**src/hdl/gqe_pkg.sv**
```systemverilog
// ----------------------------------------------------------------------------
// gqe_pkg
// Types, constants and helpers shared by the glyph quad expander modules.
// ----------------------------------------------------------------------------
package gqe_pkg;

    // vertices emitted for one glyph (two triangles)
    localparam int VERTS_PER_GLYPH = 6;
    localparam int VTX_W           = $clog2(VERTS_PER_GLYPH);

    // exact-width position sum before saturation
    localparam int SUM_W = 18;

    typedef logic [VTX_W-1:0] t_vtx;

    localparam t_vtx LAST_VTX = t_vtx'(VERTS_PER_GLYPH - 1);

    // one glyph as it arrives
    typedef struct packed {
        logic               first_glyph;
        logic signed [15:0] box_left;
        logic signed [15:0] box_top;
        logic [14:0]        box_width;
        logic [14:0]        box_height;
        logic signed [15:0] pen_advance;
        logic [11:0]        tex_left;
        logic [11:0]        tex_top;
        logic [11:0]        tex_width;
        logic [11:0]        tex_height;
    } t_glyph_in;

    // one vertex as it leaves
    typedef struct packed {
        logic signed [15:0] pos_x;
        logic signed [15:0] pos_y;
        logic [12:0]        tex_u;
        logic [12:0]        tex_v;
        logic               last_vertex;
    } t_vertex_out;

    // classified glyph: left, right, top and bottom edges in screen and texture space
    typedef struct packed {
        logic signed [15:0] xl;
        logic signed [15:0] xr;
        logic signed [15:0] yt;
        logic signed [15:0] yb;
        logic [12:0]        u0;
        logic [12:0]        u1;
        logic [12:0]        v0;
        logic [12:0]        v1;
    } t_quad;

    // queue status seen by the front, back and top
    typedef struct packed {
        logic full;
        logic empty;
    } t_q_status;

    // saturate an exact sum to signed 16 bits
    function automatic logic signed [15:0] sat16(input logic signed [SUM_W-1:0] v);
        logic signed [15:0] r;
        if (v > SUM_W'(32767)) begin
            r = 16'sh7FFF;
        end else if (v < -SUM_W'(32768)) begin
            r = 16'sh8000;
        end else begin
            r = v[15:0];
        end
        return r;
    endfunction

    // corner order 0,1,2,0,3,2: right side for corners 1 and 2
    function automatic logic vtx_right(input t_vtx k);
        logic r;
        case (k)
            t_vtx'(1), t_vtx'(2), t_vtx'(5): r = 1'b1;
            default:                         r = 1'b0;
        endcase
        return r;
    endfunction

    // bottom side for corners 2 and 3
    function automatic logic vtx_bottom(input t_vtx k);
        logic r;
        case (k)
            t_vtx'(2), t_vtx'(4), t_vtx'(5): r = 1'b1;
            default:                         r = 1'b0;
        endcase
        return r;
    endfunction

endpackage

```
**src/hdl/gqe_front.sv**
```systemverilog
// ----------------------------------------------------------------------------
// gqe_front
// Accepts glyphs, tracks the pen offset and computes the quad edges.
// ----------------------------------------------------------------------------
module gqe_front (
    input  logic               i_clk,
    input  logic               i_rst_n,
    input  logic               i_valid,
    input  gqe_pkg::t_glyph_in i_glyph,
    input  gqe_pkg::t_q_status i_q_status,
    output logic               o_stall,
    output logic               o_push,
    output gqe_pkg::t_quad     o_quad
);

    logic signed [15:0] r_pen;
    logic signed [15:0] n_pen;
    logic signed [15:0] pen_eff;

    // stall only while the queue has no room
    assign o_stall = i_q_status.full;
    assign o_push  = i_valid && !i_q_status.full;

    // pen offset cleared at the start of a string
    assign pen_eff = i_glyph.first_glyph ? 16'sd0 : r_pen;

    // edge computation, exact sums then saturation
    always_comb begin
        o_quad.xl = gqe_pkg::sat16(gqe_pkg::SUM_W'(i_glyph.box_left)
                                   + gqe_pkg::SUM_W'(pen_eff));
        o_quad.xr = gqe_pkg::sat16(gqe_pkg::SUM_W'(i_glyph.box_left)
                                   + $signed({3'b000, i_glyph.box_width})
                                   + gqe_pkg::SUM_W'(pen_eff));
        o_quad.yt = i_glyph.box_top;
        o_quad.yb = gqe_pkg::sat16(gqe_pkg::SUM_W'(i_glyph.box_top)
                                   + $signed({3'b000, i_glyph.box_height}));
        o_quad.u0 = {1'b0, i_glyph.tex_left};
        o_quad.u1 = {1'b0, i_glyph.tex_left} + {1'b0, i_glyph.tex_width};
        o_quad.v0 = {1'b0, i_glyph.tex_top};
        o_quad.v1 = {1'b0, i_glyph.tex_top} + {1'b0, i_glyph.tex_height};
    end

    // pen grows by the advance after each glyph
    assign n_pen = gqe_pkg::sat16(gqe_pkg::SUM_W'(pen_eff)
                                  + gqe_pkg::SUM_W'(i_glyph.pen_advance));

    always_ff @(posedge i_clk) begin
        if (!i_rst_n) begin
            r_pen <= 16'sd0;
        end else if (o_push) begin
            r_pen <= n_pen;
        end
    end

endmodule

```
**src/hdl/gqe_fifo.sv**
```systemverilog
// ----------------------------------------------------------------------------
// gqe_fifo
// Short queue of classified glyphs between front and back.
// ----------------------------------------------------------------------------
module gqe_fifo #(
    parameter int DEPTH = 2
) (
    input  logic               i_clk,
    input  logic               i_rst_n,
    input  logic               i_push,
    input  gqe_pkg::t_quad     i_quad,
    input  logic               i_pop,
    output gqe_pkg::t_quad     o_quad,
    output gqe_pkg::t_q_status o_status
);

    localparam int PTR_W = (DEPTH > 1) ? $clog2(DEPTH) : 1;
    localparam int CNT_W = $clog2(DEPTH + 1);

    gqe_pkg::t_quad   r_mem [DEPTH];
    logic [PTR_W-1:0] r_wr;
    logic [PTR_W-1:0] r_rd;
    logic [CNT_W-1:0] r_count;
    logic             do_push;
    logic             do_pop;

    assign o_status.full  = (r_count == CNT_W'(DEPTH));
    assign o_status.empty = (r_count == '0);
    assign do_push        = i_push && !o_status.full;
    assign do_pop         = i_pop && !o_status.empty;
    assign o_quad         = r_mem[r_rd];

    // storage
    always_ff @(posedge i_clk) begin
        if (do_push) begin
            r_mem[r_wr] <= i_quad;
        end
    end

    // pointers and fill count
    always_ff @(posedge i_clk) begin
        if (!i_rst_n) begin
            r_wr    <= '0;
            r_rd    <= '0;
            r_count <= '0;
        end else begin
            if (do_push) begin
                r_wr <= (r_wr == PTR_W'(DEPTH - 1)) ? '0 : r_wr + 1'b1;
            end
            if (do_pop) begin
                r_rd <= (r_rd == PTR_W'(DEPTH - 1)) ? '0 : r_rd + 1'b1;
            end
            if (do_push && !do_pop) begin
                r_count <= r_count + 1'b1;
            end else if (do_pop && !do_push) begin
                r_count <= r_count - 1'b1;
            end
        end
    end

endmodule

```
**src/hdl/gqe_back.sv**
```systemverilog
// ----------------------------------------------------------------------------
// gqe_back
// Walks the six vertices of the queued quad and drives the result channel.
// ----------------------------------------------------------------------------
module gqe_back (
    input  logic                 i_clk,
    input  logic                 i_rst_n,
    input  gqe_pkg::t_quad       i_quad,
    input  gqe_pkg::t_q_status   i_q_status,
    input  logic                 i_stall,
    output logic                 o_pop,
    output logic                 o_valid,
    output gqe_pkg::t_vertex_out o_vertex
);

    gqe_pkg::t_vtx r_vtx;
    logic          right;
    logic          bottom;
    logic          fire;

    assign o_valid = !i_q_status.empty;
    assign fire    = o_valid && !i_stall;
    assign o_pop   = fire && (r_vtx == gqe_pkg::LAST_VTX);
    assign right   = gqe_pkg::vtx_right(r_vtx);
    assign bottom  = gqe_pkg::vtx_bottom(r_vtx);

    // corner select
    always_comb begin
        o_vertex.pos_x       = right  ? i_quad.xr : i_quad.xl;
        o_vertex.pos_y       = bottom ? i_quad.yb : i_quad.yt;
        o_vertex.tex_u       = right  ? i_quad.u1 : i_quad.u0;
        o_vertex.tex_v       = bottom ? i_quad.v1 : i_quad.v0;
        o_vertex.last_vertex = (r_vtx == gqe_pkg::LAST_VTX);
    end

    // vertex counter
    always_ff @(posedge i_clk) begin
        if (!i_rst_n) begin
            r_vtx <= '0;
        end else if (fire) begin
            r_vtx <= (r_vtx == gqe_pkg::LAST_VTX) ? '0 : r_vtx + 1'b1;
        end
    end

endmodule

```
**src/hdl/glyph_quad_expander_unit.sv**
```systemverilog
// ----------------------------------------------------------------------------
// glyph_quad_expander_unit
// Expands each glyph into six vertices (two triangles) with a running pen.
// ----------------------------------------------------------------------------
// the first vertex is offered in the cycle after acceptance into an empty queue
// glyph throughput is set by the single vertex result port, one vertex at a time
// the queue of QUEUE_DEPTH glyphs lets the next glyph enter while one is drained
// reset clears pen offset, queue and vertex counter; no clearing pass
module glyph_quad_expander_unit #(
    parameter int QUEUE_DEPTH = 2
) (
    input  logic                 i_clk,
    input  logic                 i_rst_n,
    input  logic                 i_valid,
    input  gqe_pkg::t_glyph_in   i_glyph,
    output logic                 o_stall,
    output logic                 o_valid,
    output gqe_pkg::t_vertex_out o_vertex,
    input  logic                 i_stall
);

    gqe_pkg::t_q_status q_status;
    gqe_pkg::t_quad     push_quad;
    gqe_pkg::t_quad     head_quad;
    logic               push;
    logic               pop;

    // accept and classify
    gqe_front u_front (
        .i_clk      (i_clk),
        .i_rst_n    (i_rst_n),
        .i_valid    (i_valid),
        .i_glyph    (i_glyph),
        .i_q_status (q_status),
        .o_stall    (o_stall),
        .o_push     (push),
        .o_quad     (push_quad)
    );

    // decoupling queue
    gqe_fifo #(
        .DEPTH (QUEUE_DEPTH)
    ) u_fifo (
        .i_clk    (i_clk),
        .i_rst_n  (i_rst_n),
        .i_push   (push),
        .i_quad   (push_quad),
        .i_pop    (pop),
        .o_quad   (head_quad),
        .o_status (q_status)
    );

    // vertex emission
    gqe_back u_back (
        .i_clk      (i_clk),
        .i_rst_n    (i_rst_n),
        .i_quad     (head_quad),
        .i_q_status (q_status),
        .i_stall    (i_stall),
        .o_pop      (pop),
        .o_valid    (o_valid),
        .o_vertex   (o_vertex)
    );

    // queue can never be both full and empty
    a_q_status: assert property (@(posedge i_clk) disable iff (!i_rst_n)
        !(q_status.full && q_status.empty))
        else $error("queue full and empty at once");

    // a glyph is never dropped in the middle of its six vertices
    a_no_mid_drop: assert property (@(posedge i_clk) disable iff (!i_rst_n)
        (o_valid && !i_stall && !o_vertex.last_vertex) |=> o_valid)
        else $error("vertex stream broke mid glyph");

    // after a glyph is accepted, the result side offers a vertex next cycle
    a_accept_shows: assert property (@(posedge i_clk) disable iff (!i_rst_n)
        (i_valid && !o_stall) |=> o_valid)
        else $error("accepted glyph not presented");

    // the queue only pops on the last vertex of a glyph
    a_pop_last: assert property (@(posedge i_clk) disable iff (!i_rst_n)
        pop |-> (o_valid && !i_stall && o_vertex.last_vertex))
        else $error("queue popped before last vertex");

endmodule
```
**config.mk**
```make
export PLATFORM = sky130hd
export DESIGN_NAME = glyph_quad_expander_unit
export DESIGN_NICKNAME = d
export VERILOG_FILES = /design/src/hdl/gqe_pkg.sv /design/src/hdl/gqe_front.sv /design/src/hdl/gqe_fifo.sv /design/src/hdl/gqe_back.sv /design/src/hdl/glyph_quad_expander_unit.sv
export SDC_FILE = /design/constraint.sdc
export NUM_CORES = 1
export LEC_CHECK = 0
export BUFFER_PORTS_ARGS = -buffer_cell sky130_fd_sc_hd__buf_2
export CAP_MARGIN = 20
export CORE_MARGIN = 3
export CORE_UTILIZATION = 25
export CTS_CLUSTER_SIZE = 10
export DETAILED_ROUTE_END_ITERATION = 7
export HOLD_SLACK_MARGIN = 0.08
export SYNTH_ARGS = -nofsm -noshare
export SYNTH_HDL_FRONTEND = slang
export SYNTH_SLANG_ARGS = --single-unit
```
**constraint.sdc**
```tcl
create_clock -name i_clk -period 10.65 [get_ports i_clk]
set_input_delay 0.5325 -clock i_clk [delete_from_list [all_inputs] [get_ports i_clk]]
set_output_delay 0.5325 -clock i_clk [all_outputs]
set_load 0.03 [all_outputs]
```
==> results of run 1 <==
registers in the layout, indices dropped and copies added (netlist names), named ones only:
name            flops
u_fifo.r_wr         1
u_fifo.r_rd         1
u_fifo.r_count      2
u_back.r_vtx        3
u_fifo.r_mem      228
u_front.r_pen      16
cell type report:
type                       count  area [sq um]
fill                        5473         37760
clock inverter                14         138.9
clock buffer                  37         862.1
multi-input combinational    734          6361
timing repair buffer         197          1021
tap                          739         924.6
inverter                      42         157.7
sequential                   252          7331
worst max-delay path, cell delays in order:
cell and delay (ns):
buf_2 0.33, and2b_1 0.28, fa_1 0.37, ha_1 0.23, fa_1 0.43, a211oi_1 0.31, o21ai_0 0.13, o211a_1 0.14
o22a_1 0.26, and2_1 0.21, a2bb2oi_1 0.16, o221ai_2 0.53, o21ai_0 0.27
per-stage QoR:
step,hold slack (ns),utilization (%)
6_report,0.2083,30.79
5_1_grt,0.1879,30.79
4_1_cts,0.1704,30.74
3_5_place_dp,0.5083,28.90
3_3_place_gp,0.4908,28.90
2_1_floorplan,0.4756,-
power groups by stage:
stage | clock (mW) | sequential [mW] | combinational [mW]
floorplan | 0 | 1.29 | 0.556
global placement | 0 | 1.29 | 0.774
detailed placement | 0 | 1.29 | 0.790
CTS | 1.09 | 1.27 | 0.794
global route | 1.12 | 1.28 | 0.867
finish | 1.04 | 1.27 | 0.785
layer usage:
layer / vias to the layer above / GRT usage, % / share of wire (%)
li1: 4462 / - / -
met1: 4535 / 15.47 / 45
met2: 282 / 19.37 / 47
met3: 47 / 2.579 / 6.2
met4: 0 / 3.412 / 2.0
met5: - / 0 / 0
how the worst max path moves through the flow:
stage,slack (ns),end,depth (start not counted),startpoint
2_1_floorplan,4.67,u_fifo.r_mem[0][0]$_DFFE_PP_,2,i_valid
3_3_place_gp,6.19,u_fifo.r_mem[0][95]$_DFFE_PP_,13,i_glyph[126]
3_5_place_dp,6.14,u_fifo.r_mem[1][82]$_DFFE_PP_,13,i_glyph[126]
4_1_cts,6.69,u_fifo.r_mem[0][96]$_DFFE_PP_,13,i_glyph[126]
5_1_grt,6.32,u_fifo.r_mem[0][86]$_DFFE_PP_,13,i_glyph[126]
6_report,6.66,u_fifo.r_mem[0][96]$_DFFE_PP_,13,i_glyph[126]
layout by cell type, fill, tap and decap left out, types with 21 or more instances in the layout:
master     instances
edfxtp_1         228
buf_2            191
ha_1              89
o21ai_0           79
a21oi_1           62
mux4_2            56
nand2_1           51
nor2_1            49
inv_1             42
xnor2_1           41
clkbuf_16         34
xor2_1            29
nor2b_1           24
dfxtp_1           23
a21o_1            21
nor3_1            21
kinds of logic after synthesis:
group | count (synthesis) | share of synthesized area, %
xor+xnor | 71 | 4.511
compound gates | 253 | 11.57
simple gates | 226 | 8.098
flops | 252 | 52.52
buf+inv | 73 | 2.116
mux | 59 | 9.255
fa+ha+maj | 125 | 11.94
==> flow_summary.ini, run 1 <==
[floorplanning]
pin_count = 192
core_area_sq_um = 54560
die_x_microns = 242.2
start_util_pct = 25.57
num_rows = 85
die_h_microns = 242.2
dieArea_sq_um = 58680

[routing]
first_pass_iters = 5
drtIter0Drc = 441
post_drt_wl_per_cell_microns = 17.26
wirelength_microns = 34780
ant_nets = 0
num_vias = 9326
route.detailed.drc = 0
via_per_inst = 4.628

[cells_and_area]
nets = 1499
drive_above_1_share_pct = 26.65
layout.cells.non_filler = 2015
antenna_cells = 0
area_delta_synth_final_pct = 20.38
final_cell_area_sq_um = 16800

[power]
seq_power_share_pct = 41.0
power_switching_uw = 937.6
internal_power_mw = 2.164
p_total_mw = 3.102
leakage_nw = 6.339
ir_drop_mv = 0.08531
switching_share_pct = 30.23
power_density_nw_per_um2 = 184.7
pwr-share-clk_pct = 33.7
p_comb_share_pct = 25.3

[global_routing]
grtUsageTotal_pct = 11.74
grt_pass1_vias = 9628
grt_max_degree = 75
grt_pass1_wl_microns = 54150
antenna_found_initial = 0
overflow = 0

[placed_design]
gp_congestion = 0.8820
place_area_sq_um = 15770
dp_hpwl_microns = 25280
place_inst = 1963
portBuffers = 191
pre_cts_ws_ns = 6.141

[worst_hold_path]
holdPathEnd = u_fifo.r_mem[1][77]$_DFFE_PP_
holdCritPathClass = in2reg
hold_depth = 1
min_from = i_glyph[105]

[yosys]
synth.distinct_cells = 69
yosys-top-cells-area = edfxtp_1 49%, mux4_2 9.0%, ha_1 8.0%
avgSynthCellArea_sq_um = 13.17
synth_ff_type = edfxtp_1
synth_nets = 1297
synth_commonest_cells = 228 x edfxtp_1, 89 x ha_1, 79 x o21ai_0
syn_inst = 1059
yosysTopAreaCell = edfxtp_1
ys_seq_area_share_pct = 52.52
synth.most_common_cell = edfxtp_1
synth_seq_cells = 252
async_flop_share_pct = 0
yosysTopAreaCellShare_pct = 49.07
synth_edf_count = 228
netlist_area_sq_um = 13950
yosys_warnings = 0

[worst_setup_path]
crit_arrival_ns = 4.19
timing.rr.start = u_front.r_pen[9]$_SDFFE_PN0P_
r2r_slack_ns = 6.67
startpoint_type = input port
worstSetupPathType = in2reg
rr_worst_depth = 11
path_max_fanout = 19
reg2reg_to = u_fifo.r_mem[0][96]$_DFFE_PP_
worstSetupEndpointType = register
required_ns = 10.85

[clock_tree]
clk_latency_ns = 0.53
cts_buffer_depth = 3
post_cts.repair.setup_buffers = 0
cts.clk_slew.worst_paths_ns = 0.05
cts_root_buf = clkbuf_16
cts_tree = built
cts_resized = 0
htree_levels = 2
hold_buffers = 0
cts-buffers-inserted = 34
clock_sinks = 252

[timing]
slew_violations = 0
max_slew.worst_pin.slew_ns = 1.050
final_hold_viol_count = 0
setup_viol = 0
final.setup_skew_ns = 0.02675
slew_headroom_pct = 30.01
rsz0062_at_grt = no
period_share_pct = 37.50
fin_ws_ns = 6.657
max_freq_mhz = 250.4
period_minus_slack_ns = 3.993
tns_ns = 0

[status]
outcome = completed

[flow_run]
max-cap-violations = 0
No activity file was read; power rests on OpenSTA's default activity.
==> run 2: changes to the inputs <==
Clock period 10.65 ns to 3.6 ns, I/O delays scaled along.
==> run 2 against run 1 <==
Sequential share of layout area down 1.6 points. Die area did not move. Register-to-register slack worse by 6.5 ns. Design area increased by 3.8%. Clock power grew to 2.8 times the previous value. Global-route usage fell by 0.058 points. Routed wire length rose by 0.26%. Flip-flop and latch count is the same. Sequential power grew to 3.0 times the previous value.
==> flow_summary.ini, run 2 (synthesis results as in run 1) <==
[floorplanning]
die_h_microns = 242.2
dieArea_sq_um = 58680
pin_count = 192
start_util_pct = 25.57
num_rows = 85
die_x_microns = 242.2
core_area_sq_um = 54560

[routing]
wirelength_microns = 34870
ant_nets = 0
num_vias = 9465
drtIter0Drc = 560
via_per_inst = 4.540
route.detailed.drc = 0
first_pass_iters = 5
post_drt_wl_per_cell_microns = 16.73

[clock_tree]
cts.clk_slew.worst_paths_ns = 0.06
cts_root_buf = clkbuf_16
post_cts.repair.setup_buffers = 0
clock_sinks = 252
htree_levels = 1
clk_latency_ns = 0.57
cts_tree = built
cts-buffers-inserted = 31
cts_buffer_depth = 3

[timing]
slew_headroom_pct = 51.49
holdWs_ns = 0.1191
final_hold_viol_count = 0
max_freq_mhz = 294.7
period_minus_slack_ns = 3.393
setup_viol = 0
final.setup_skew_ns = 0.02396
period_share_pct = 94.25
slew_violations = 0
max_slew.worst_pin.slew_ns = 0.7276
tns_ns = 0
fin_ws_ns = 0.2069

[placed_design]
pre_cts_ws_ns = 0.01342
place_inst = 1988
portBuffers = 191
gp_congestion = 0.8251
place_area_sq_um = 16020
dp_hpwl_microns = 25600

[worst_setup_path]
cp_slowest_stage_delay_ns = 0.39
cp_cell_sequence = and2b_1, fa_1, ha_1, fa_2, a211oi_2, o21ai_0, o211a_1, o22a_1, and2_1, a2bb2oi_1, o221ai_2, buf_12, o21ai_0
path_max_fanout = 15
crit_top_cell = o21ai_0
crit_arrival_ns = 3.67
worstSetupPathType = reg2reg
critPathBufInv = 1
required_ns = 3.88
path_delay_family = compound AO/OA/AOI/OAI gates
worstSetupEndpointType = register
crit_slowest_cell = fa_2
startpoint_type = register

[cells_and_area]
area_delta_synth_final_pct = 24.98
largest_reg_flops = 228
final_cell_area_sq_um = 17440
mostFrequentLayoutCells = 228 x edfxtp_1, 191 x buf_2, 89 x ha_1
layout.cells.non_filler = 2085
nets = 1566
top_register = u_fifo.r_mem
antenna_cells = 0
drive_above_1_share_pct = 26.89
top_regs = u_fifo.r_mem: 228 flops, u_front.r_pen: 16 flops, u_back.r_vtx: 3 flops
final_common_cell = edfxtp_1
n_fill_cell = 5442
finish.utilization_pct = 31.96

[global_routing]
overflow = 0
grt_pass1_vias = 9876
grt_pass1_wl_microns = 54970
grtUsageTotal_pct = 11.68
antenna_found_initial = 0
grt_max_degree = 79

[power]
p_total_mw = 9.138
ir_drop_mv = 0.2739
power_density_nw_per_um2 = 524.1
leakage_nw = 6.631

[worst_hold_path]
holdCritPathClass = in2reg

[status]
outcome = completed

[flow_run]
max-cap-violations = 0
run 2: timing repair:
action | in CTS | in global routing
gates resized for setup | 0 | 6
hold buffers | 46 | 0
endpoints found under the hold margin | 112 | 0
setup endpoints to repair | 0 | 31
run 2: cell type report:
class	count	area, sq um	share of cell area [%]
multi-input combinational	734	6382	36.60
tap	739	924.6	5.302
clock buffer	43	820.8	4.707
inverter	42	157.7	0.9041
clock inverter	8	117.6	0.6745
sequential	252	7331	42.04
timing repair buffer	267	1704	9.773
run 2: final timing paths:
check | start | endpoint | slack (ns) | depth (start not counted)
min reg2reg | u_fifo.r_count[1]$_SDFFE_PN0P_ | u_fifo.r_count[1]$_SDFFE_PN0P_ | 0.52 | 2
min | i_glyph[11] | u_fifo.r_mem[1][11]$_DFFE_PP_ | 0.12 | 3
max reg2reg | u_front.r_pen[0]$_SDFFE_PN0P_ | u_fifo.r_mem[0][88]$_DFFE_PP_ | 0.21 | 13
max | u_front.r_pen[0]$_SDFFE_PN0P_ | u_fifo.r_mem[0][88]$_DFFE_PP_ | 0.21 | 13
run 2: power by group:
group | leakage [nW] | switching, mW | internal, mW
Clock | 0.455 | 1.14 | 1.78
Combinational | 3.86 | 1.48 | 0.969
Sequential | 2.31 | 0.0824 | 3.68
Total | 6.63 | 2.71 | 6.43
run 2: routing by layer:
layer / global-route usage, % / vias to the layer above / routed length, microns
met1: 15.61 / 4595 / 16180
met2: 19.50 / 242 / 16030
met3: 2.457 / 36 / 2119
met4: 2.564 / 0 / 553
li1: - / 4592 / -
met5: 0 / - / 0
run 2: worst reg2reg max path: stages, from the launching register on:
cell and delay, ns:
dfxtp_1 0.30, and2b_1 0.18, fa_1 0.37, ha_1 0.23, fa_2 0.39, a211oi_2 0.26, o21ai_0 0.13, o211a_1 0.15
o22a_1 0.21, and2_1 0.19, a2bb2oi_1 0.16, o221ai_2 0.23, buf_12 0.17, o21ai_0 0.13
==> run 3: changes to the inputs <==
Settings changed: SYNTH_HIERARCHICAL set to 1.
==> run 3 against run 2 <==
Total power rose by 22%. Fmax down 2.3%. Global-route usage decreased by 0.48 points. Die area increased by 11%. Clock skew fell by 0.014 ns. Largest cell class unchanged. Largest power group unchanged. Highest routed layer unchanged.
==> flow_summary.ini, run 3 <==
[timing]
tns_ns = 0
slew_headroom_pct = 39.40
setup_viol = 0
max_slew.worst_pin.slew_ns = 0.9083
slew_violations = 0
final.setup_skew_ns = 0.01043
fin_ws_ns = 0.1271
period_share_pct = 96.47
period_minus_slack_ns = 3.473
max_freq_mhz = 287.9
final_hold_viol_count = 0

[yosys]
async_flop_share_pct = 0
yosys_warnings = 6
ys_seq_area_share_pct = 47.99
synth.most_common_cell = edfxtp_1
synth_seq_cells = 256
synth.distinct_cells = 76
netlist_area_sq_um = 15520
yosysTopAreaCellShare_pct = 44.90
avgSynthCellArea_sq_um = 12.73
syn_inst = 1219
synth_ff_type = edfxtp_1
synth_commonest_cells = 232 x edfxtp_1, 114 x mux2_2, 89 x ha_1
yosys-top-cells-area = edfxtp_1 45%, mux2_2 8.3%, ha_1 7.2%
synth_edf_count = 232
yosysTopAreaCell = edfxtp_1

[routing]
ant_nets = 0
via_per_inst = 4.429
wirelength_microns = 37740
num_vias = 10170
drtIter0Drc = 534
post_drt_wl_per_cell_microns = 16.44
route.detailed.drc = 0
first_pass_iters = 6

[power]
ir_drop_mv = 0.2759
leakage_nw = 7.245
p_total_mw = 11.18
power_density_nw_per_um2 = 597.3

[placed_design]
gp_congestion = 0.8371
pre_cts_ws_ns = -0.05010
portBuffers = 191
place_inst = 2205
dp_hpwl_microns = 27950

[clock_tree]
cts.clk_slew.worst_paths_ns = 0.05
post_cts.repair.setup_buffers = 0
clk_latency_ns = 0.56
cts_buffer_depth = 3
cts_tree = built
cts-buffers-inserted = 31
htree_levels = 1
cts_root_buf = clkbuf_16
clock_sinks = 256

[worst_hold_path]
min_from = i_glyph[69]
holdCritPathClass = in2reg
hold_depth = 4
holdPathEnd = u_fifo/r_mem[0][57]$_DFFE_PP_

[cells_and_area]
final_common_cell = edfxtp_1
largest_reg_flops = 232
finish.utilization_pct = 30.73
layout.cells.non_filler = 2295
mostFrequentLayoutCells = 232 x edfxtp_1, 191 x buf_2, 114 x mux2_2
nets = 1693
top_register = u_fifo/r_mem
n_fill_cell = 6116
area_delta_synth_final_pct = 20.64
top_regs = u_fifo/r_mem: 232 flops, u_front/r_pen: 16 flops, u_back/r_vtx: 3 flops
drive_above_1_share_pct = 33.83

[global_routing]
grt_pass1_vias = 10500
overflow = 0
grtUsageTotal_pct = 11.20
grt_max_degree = 66
grt_pass1_wl_microns = 57640
antenna_found_initial = 2

[floorplanning]
start_util_pct = 25.47
pin_count = 192
die_x_microns = 255.1
dieArea_sq_um = 65090
num_rows = 90
core_area_sq_um = 60920
die_h_microns = 255.1

[worst_setup_path]
required_ns = 3.95
timing.rr.start = u_front/r_pen[2]$_SDFFE_PN0P_
worstSetupEndpointType = register
path_max_fanout = 6
startpoint_type = register
r2r_slack_ns = 0.13
worstSetupPathType = reg2reg
reg2reg_to = u_fifo/r_mem[0][96]$_DFFE_PP_
crit_arrival_ns = 3.82
rr_worst_depth = 12

[status]
outcome = completed

[flow_run]
max-cap-violations = 0
==> run 3: changes by cell type after synthesis, moves of 7 or more <==
cell,change
maj3_2,+12
nand3_1,-7
mux4_2,-56
buf_6,+7
mux2_4,+60
a21boi_0,+8
buf_1,-7
o21ai_0,-13
buf_4,+46
nand2_1,-16
mux2_2,+114
a21oi_2,-13
==> run 3: logic make-up (layout without fill, tap and decap cells) <==
logic type               count (synthesis)  count (layout)  share of synthesized area, %
other                                    1               3                       0.02417
AO/OA/AOI/OAI                          247             247                         10.29
buffers and inverters                  121             367                         4.733
adder cells (fa/ha/maj)                138             138                         11.67
AND/OR/NAND/NOR                        208             208                         6.959
XOR/XNOR                                70              70                         3.999
flip-flops                             256             256                         47.99
multiplexers                           178             178                         14.34
==> run 3: what timing repair did <==
item                       CTS  global route
resized for setup            0             4
setup endpoints to repair    0            24
hold buffers                45             0
hold endpoints to repair   107             0
==> run 3: critical path: stages (launching register included) <==
cell	delay (ns)
dfxtp_1	0.30
and2b_1	0.17
fa_1	0.49
ha_1	0.33
a21o_1	0.18
and4_1	0.23
nor3_1	0.21
o21bai_1	0.13
a221oi_1	0.38
xnor2_1	0.18
o21a_1	0.22
buf_4	0.15
o21ai_0	0.29
==> run 3: per-stage QoR <==
stage,instance area [sq um],hold WS [ns]
global placement,17410,0.3870
detailed placement,17410,0.3904
CTS,18710,0.09508
floorplan,15560,0.2976
finish,18720,0.1206
global route,18720,0.1124
==> run 3: worst max-delay path by stage <==
stage,endpoint,start
after floorplan,u_fifo/r_mem[0][0]$_DFFE_PP_,u_fifo/r_count[0]$_SDFFE_PN0P_
after global placement,u_fifo/r_mem[0][87]$_DFFE_PP_,i_glyph[126]
after detailed placement,u_fifo/r_mem[0][96]$_DFFE_PP_,i_glyph[126]
after CTS,u_fifo/r_mem[0][96]$_DFFE_PP_,u_front/r_pen[0]$_SDFFE_PN0P_
after global routing,u_fifo/r_mem[0][89]$_DFFE_PP_,u_front/r_pen[0]$_SDFFE_PN0P_
final,u_fifo/r_mem[0][96]$_DFFE_PP_,u_front/r_pen[2]$_SDFFE_PN0P_
==> run 3: area by class of cell <==
type / count / area (sq um) / share of cell area (%)
clock inverters: 7 / 55.05 / 0.2941
clock buffers: 37 / 798.3 / 4.264
repair buffers: 280 / 1812 / 9.678
inverters: 43 / 166.4 / 0.8889
well taps: 828 / 1036 / 5.534
flip-flops and latches: 256 / 7452 / 39.81
multi-input cells: 843 / 7398 / 39.52
diodes: 1 / 2.502 / 0.01337
==> run 3: report_power, final <==
part / switching [mW] / internal [mW] / total [mW]
logic: 2.42 / 1.72 / 4.13
clock network: 1.15 / 1.60 / 2.75
registers: 0.163 / 4.14 / 4.30
==> run 3: layer usage <==
metal  global-route usage (%)  wire length [microns]
met5                        0                      0
met3                    1.849                   1531
met2                    19.01                  18020
met1                    14.89                  17350
met4                    2.785                    834
